$ cat src/rtl/versioned_prefix_max_tree_macros.svh
// Assertion macros used by the top-level file that checks this block.
`ifndef VERSIONED_PREFIX_MAX_TREE_MACROS_SVH
`define VERSIONED_PREFIX_MAX_TREE_MACROS_SVH

// The consequent must hold in the same cycle as the antecedent.
`define VPMT_ASSERT_SAME(lbl, ante, cons) \
   lbl: assert property (@(posedge clock) disable iff (reset) (ante) |-> (cons)) \
      else $error("vpmt same-cycle check failed");

// The consequent must hold in the cycle after the antecedent.
`define VPMT_ASSERT_NEXT(lbl, ante, cons) \
   lbl: assert property (@(posedge clock) disable iff (reset) (ante) |=> (cons)) \
      else $error("vpmt next-cycle check failed");

`endif

$ cat src/rtl/vpmt_pkg.sv
`timescale 1ns / 1ps

package vpmt_pkg;

   // Port widths of the request and response channels.
   localparam int OP_W  = 2;
   localparam int POS_W = 10;
   localparam int VAL_W = 16;

   // Defaults for the top-level parameters.
   localparam int POSITIONS_DEF  = 1024;
   localparam int VALUE_BITS_DEF = 16;
   localparam int EPOCH_BITS_DEF = 16;

   // Operation codes.
   localparam logic [OP_W-1:0] OP_UPDATE = 2'd0;
   localparam logic [OP_W-1:0] OP_QUERY  = 2'd1;
   localparam logic [OP_W-1:0] OP_CLEAR  = 2'd2;

   // Commands from the controller to the datapath.
   typedef struct packed {
      logic load;
      logic epoch_step;
      logic walk_upd;
      logic walk_qry;
      logic clear_step;
   } cmd_type;

   // Status from the datapath to the controller.
   typedef struct packed {
      logic in_range;
      logic epoch_wrap;
      logic up_last;
      logic qry_last;
      logic clear_last;
   } stat_type;

endpackage

$ cat src/rtl/vpmt_ctrl.sv
`timescale 1ns / 1ps

module vpmt_ctrl
   import vpmt_pkg::*;
(
   input  logic            clock,
   input  logic            reset,
   input  logic            start,
   input  logic [OP_W-1:0] req_op,
   input  stat_type        stat,
   output cmd_type         cmd,
   output logic            busy,
   output logic            rsp_valid
);

   typedef enum logic [4:0] {
      ST_CLEAR = 5'b00001,
      ST_IDLE  = 5'b00010,
      ST_READ  = 5'b00100,
      ST_WALK  = 5'b01000,
      ST_DONE  = 5'b10000
   } state_type;

   state_type state_ff, state_in;
   logic      upd_ff, upd_in;
   logic      wipe_ff, wipe_in;

   always_comb begin
      cmd      = '0;
      state_in = state_ff;
      upd_in   = upd_ff;
      wipe_in  = wipe_ff;
      unique case (state_ff)
         ST_CLEAR: begin
            cmd.clear_step = 1'b1;
            if (stat.clear_last) begin
               state_in = ST_IDLE;
            end
         end
         ST_IDLE: begin
            if (start) begin
               cmd.load = 1'b1;
               unique case (req_op)
                  OP_UPDATE: begin
                     upd_in   = 1'b1;
                     state_in = stat.in_range ? ST_READ : ST_DONE;
                  end
                  OP_QUERY: begin
                     upd_in   = 1'b0;
                     state_in = ST_READ;
                  end
                  OP_CLEAR: begin
                     cmd.epoch_step = 1'b1;
                     wipe_in        = stat.epoch_wrap;
                     state_in       = ST_DONE;
                  end
                  default: begin
                     state_in = ST_DONE;
                  end
               endcase
            end
         end
         ST_READ: begin
            state_in = ST_WALK;
         end
         ST_WALK: begin
            if (upd_ff) begin
               cmd.walk_upd = 1'b1;
               if (stat.up_last) begin
                  state_in = ST_DONE;
               end
            end else begin
               cmd.walk_qry = 1'b1;
               if (stat.qry_last) begin
                  state_in = ST_DONE;
               end
            end
         end
         ST_DONE: begin
            wipe_in  = 1'b0;
            state_in = wipe_ff ? ST_CLEAR : ST_IDLE;
         end
         default: begin
            state_in = ST_CLEAR;
         end
      endcase
   end

   always_ff @(posedge clock) begin
      if (reset) begin
         state_ff <= ST_CLEAR;
         upd_ff   <= 1'b0;
         wipe_ff  <= 1'b0;
      end else begin
         state_ff <= state_in;
         upd_ff   <= upd_in;
         wipe_ff  <= wipe_in;
      end
   end

   assign busy      = (state_ff != ST_IDLE);
   assign rsp_valid = (state_ff == ST_DONE);

endmodule

$ cat config.mk
export PLATFORM = sky130hd
export DESIGN_NAME = vpmt_ctrl
export DESIGN_NICKNAME = d
export VERILOG_FILES = /design/src/rtl/versioned_prefix_max_tree_macros.svh /design/src/rtl/vpmt_pkg.sv /design/src/rtl/vpmt_ctrl.sv
export SDC_FILE = /design/constraint.sdc
export NUM_CORES = 1
export LEC_CHECK = 0
export BUFFER_PORTS_ARGS = -buffer_cell sky130_fd_sc_hd__buf_4
export CORE_AREA = 5 5 42 44
export DETAILED_ROUTE_END_ITERATION = 10
export DIE_AREA = 0 0 47 49
export GPL_TIMING_DRIVEN = 0
export PLACE_DENSITY = 0.67
export SLEW_MARGIN = 30
export SYNTH_ARGS = -nofsm -noshare
export SYNTH_HDL_FRONTEND = slang
export SYNTH_SLANG_ARGS = --single-unit
export TNS_END_PERCENT = 1
$ cat constraint.sdc
create_clock -name clock -period 4.5 [get_ports clock]
set_clock_uncertainty 0.1 [all_clocks]
set_input_delay 0.225 -clock clock [delete_from_list [all_inputs] [get_ports clock]]
set_output_delay 0.225 -clock clock [all_outputs]
set_load 0.005 [all_outputs]
# --- Word-level counts from Yosys, hierarchy flattened ---
# Cells that the tools add are included.
# W data, S select, Z words.
totals:
  register_bits: 7
  wordCells: 42
classes:
  eq_ne: 13
  muxes: 20
  reduce_logical: 6
op_table:
  columns: ["cell", "n"]
  rows:
  - ["$mux W5", 6]
  - ["$pmux W5 S5", 1]
  - ["$pmux W5 S2", 1]
  - ["$mux W2", 4]
  - ["$mux W1", 6]
  - ["$ne A3 B3 Y1 const B", 2]
  - ["$reduce_and A3 Y1", 2]
  - ["$eq A5 B1 Y1 const B", 1]
  - ["$eq A5 B2 Y1 const B", 1]
  - ["$eq A5 B3 Y1 const B", 1]
  - ["$eq A5 B4 Y1 const B", 1]
  - ["$eq A5 B5 Y1 const B", 1]
  - ["$ne A5 B2 Y1 const B", 1]
  - ["$ne A2 B2 Y1 const B", 2]
  - ["$pmux W1 S2", 2]
  - ["$reduce_and A4 Y1", 1]
  - ["$reduce_bool A2 Y1", 2]
  - ["$eq A2 B1 Y1 const B", 1]
  - ["$eq A2 B2 Y1 const B", 1]
  - ["$logic_not A2 Y1", 1]
  - ["$ne A2 B1 Y1 const B", 1]

# --- Logic depth before layout (Yosys ltp) ---
logic_depth:
  ltp_word: 4
  mapped_depth: 3

# --- Least setup slack after synthesis ---
# OpenSTA, ideal clock, no wires.
synth_path:
  kind: "register to register"
  from: "register state_ff[4]"
  to: "register wipe_ff"
  arrival_time_ns: 1.414
  required_ns: 4.314
  slack_ns: 2.901
  stages_incl_launch_ff: 4
  path_cell_list: "dfxtp_1 > or3_4 > or4_1 > a211oi_1"
synth_via:
  elab_chain_cells: 3
synth_lines:
  columns: ["item", "line", "rtl"]
  rows:
  - ["start, declared", "vpmt_ctrl.sv:24", "state_type state_ff, state_in;"]
  - ["start signal, assigned", "vpmt_ctrl.sv:95", "state_ff <= state_in;"]
  - ["$eq A5 B2 Y1 or $eq A5 B5 Y1 (tied branches)", "vpmt_ctrl.sv:33", "unique case (state_ff)"]
  - ["$ne A2 B1 Y1 (no line), or another cell as far along", null, null]
  - ["$reduce_and A3 Y1 (no line)", null, null]
  - ["end signal, assigned", "vpmt_ctrl.sv:97", "wipe_ff <= wipe_in;"]
  - ["end, declared", "vpmt_ctrl.sv:26", "logic wipe_ff, wipe_in;"]
# Several ways; a longest one is shown, not always the timed one.
# A chain may end at the register's enable or synchronous reset.

==> impl_metrics.yaml <==
status:
  outcome: "finished, final reports clean"
drt:
  wire_per_inst_um: 12.25
  via_per_inst: 5.582
  drt_pass1_iterations: 4
  ant_nets: 0
  route.detailed.drc: 0
  wl_um: 1115
  vias: 508
  first_iter_violations: 5
worst_setup_path:
  cp_max_fo: 8
  worst-endpoint-required_ns: 4.18
  endpoint_kind: "output pin"
  start_kind: "flip-flop"
  crit_type: "flip-flop to output pin"
  cp.arrival_ns: 1.69
final_layout:
  multi_input_area_um2: 304.0
  area_delta_synth_final_pct: 36.54
  layout-drive-gt1-share: 0.3067
  register_area_um2: 140.1
  fill_cells: 165
  final_common_cell: "buf_4"
  post-route-util: 0.4438
  fin_nets: 86
  final_cells: 91
  final_cell_mix: "16 x buf_4, 7 x dfxtp_1, 4 x nor2b_1, 4 x nor2_1"
  diodes: 0
floorplanning:
  core_area_mm2: 0.001401
  rows: 14
  start_util: 0.3250
  die_h_um: 49
  io_pins: 17
  die-area_mm2: 0.002303
  dieWidth_um: 47
timing:
  hold_viol: 0
  fin_setup_tns_ns: 0
  worst_pin_slew_ns: 0.7148
  grt_setup_unrepaired: "no"
  finalMaxSlewViolations: 0
  post-route-period-util: 0.4478
  slew_headroom: 0.5198
  min_period_ns: 2.015
  setup_slack_ns: 2.485
  fmax_mhz: 496.2
  setup_violations: 0
synthesis:
  postSynthCellCount: 55
  ys_ff_latch: 7
  mappedNetlistArea_um2: 455.4
  ys.flop_type: "dfxtp_1"
  synth_warnings: 0
  async_reset_ff_frac: 0
  synth-edff-count: 0
  syn_nets: 65
  synth_cell_types: 31
  ys_seq_area_frac: 0.3077
  synth.avg_cell_area_um2: 8.281
global_routing:
  first_global_vias: 478
  grt_pass1_wl_um: 1918
  grt_max_degree: 10
  antenna_found_initial: 0
  grt_usage: 0.1121
  grt_overflow_total: 0
clock_network:
  cts_resized: 0
  cts_hold_buf: 0
  cts_buffers: 3
  cts_tree: "built"
  path_clk_slew_ns: 0.05
  clock_latency_ns: 0.26
  clock-sinks: 7
  post_cts_buffers: 0
  clock_path_buffers: 2
  cts-root-buf: "clkbuf_4"
  cts_max_level: 1
flow_run:
  cap_violations: 0
place:
  dp_cells: 87
  dp_hpwl_um: 907.6
  place_ws_ns: 2.741
  io_buffers: 16
  gp_congestion: 0.7599
power:
  peakVddDrop_v: 0.0001305
  leakagePower_nw: 0.2463
  power_density_mw_per_mm2: 263.1
hold_path:
  hp-class: "input port to flip-flop"
==> Yosys cell counts (2+ instances only) <==
| library cell | count | share of area |
|---|---|---|
| dfxtp_1 | 7 | 0.31 |
| nor2_1 | 4 | 0.033 |
| nor2b_1 | 4 | 0.055 |
| and3_1 | 3 | 0.041 |
| inv_1 | 3 | 0.025 |
| nand2_1 | 3 | 0.025 |
| a211oi_1 | 2 | 0.033 |
| nor3_1 | 2 | 0.022 |
| nor3b_1 | 2 | 0.033 |
| nor4_1 | 2 | 0.027 |
| o21ai_0 | 2 | 0.022 |
| or4_1 | 2 | 0.033 |
==> area by class of cell <==
cell class,instances,area share
Clock buffer,4,0.04225
Inverter,3,0.01811
Multi-Input combinational cell,45,0.4889
Sequential cell,7,0.2254
Tap cell,16,0.03219
Timing Repair Buffer,16,0.1932
==> registers in the layout, indices dropped and copies added (netlist names) <==
signal	flops
state_ff	5
wipe_ff	1
upd_ff	1
==> worst paths after layout <==
check / start / endpoint / slack, ns / cells after the start
max: state_ff[4] / cmd[3] / 2.48 / 4
min: req_op[0] / upd_ff / 0.09 / 2
max reg2reg: state_ff[4] / state_ff[4] / 2.72 / 3
min reg2reg: wipe_ff / wipe_ff / 0.38 / 2
==> where the power goes <==
part | switching [mW] | internal (mW) | total [mW]
logic | 0.0146 | 0.0197 | 0.0342
registers | 0.00505 | 0.0649 | 0.0700
clock network | 0.0254 | 0.0340 | 0.0594
total | 0.0450 | 0.119 | 0.164
==> worst max-delay path, stage by stage, from the launching register on <==
cell and delay, ns:
dfxtp_1 0.35, nor3_1 0.62, nand2_1 0.20, nor2_1 0.15
buf_4 0.12
==> kinds of logic after synthesis <==
family / Yosys count / share of synthesized area
AO/OA/AOI/OAI: 14 / 0.2418
buffers and inverters: 3 / 0.02472
flip-flops: 7 / 0.3077
multiplexers: 1 / 0.02198
AND/OR/NAND/NOR: 30 / 0.4038
==> per-stage QoR <==
stage	hold WS, ns	power (mW)	area, um2
floorplan	0.1971	0.08929	455.4
global placement	0.3623	0.1053	595.6
detailed placement	0.3658	0.1056	595.6
CTS	0.09739	0.1641	621.8
global route	0.09390	0.1752	621.8
finish	0.09247	0.1636	621.8
==> routing by layer <==
layer  global-route usage  wire (um)  up-vias  part of all wire
met4              0.05530         37        0             0.033
met3              0.03690        101        5             0.091
li1                     -          -      256                 -
met1               0.1589        514      227              0.46
met2               0.1471        462       20              0.41
met5                    0          0        -                 0
(Power assumes the default switching activity.)
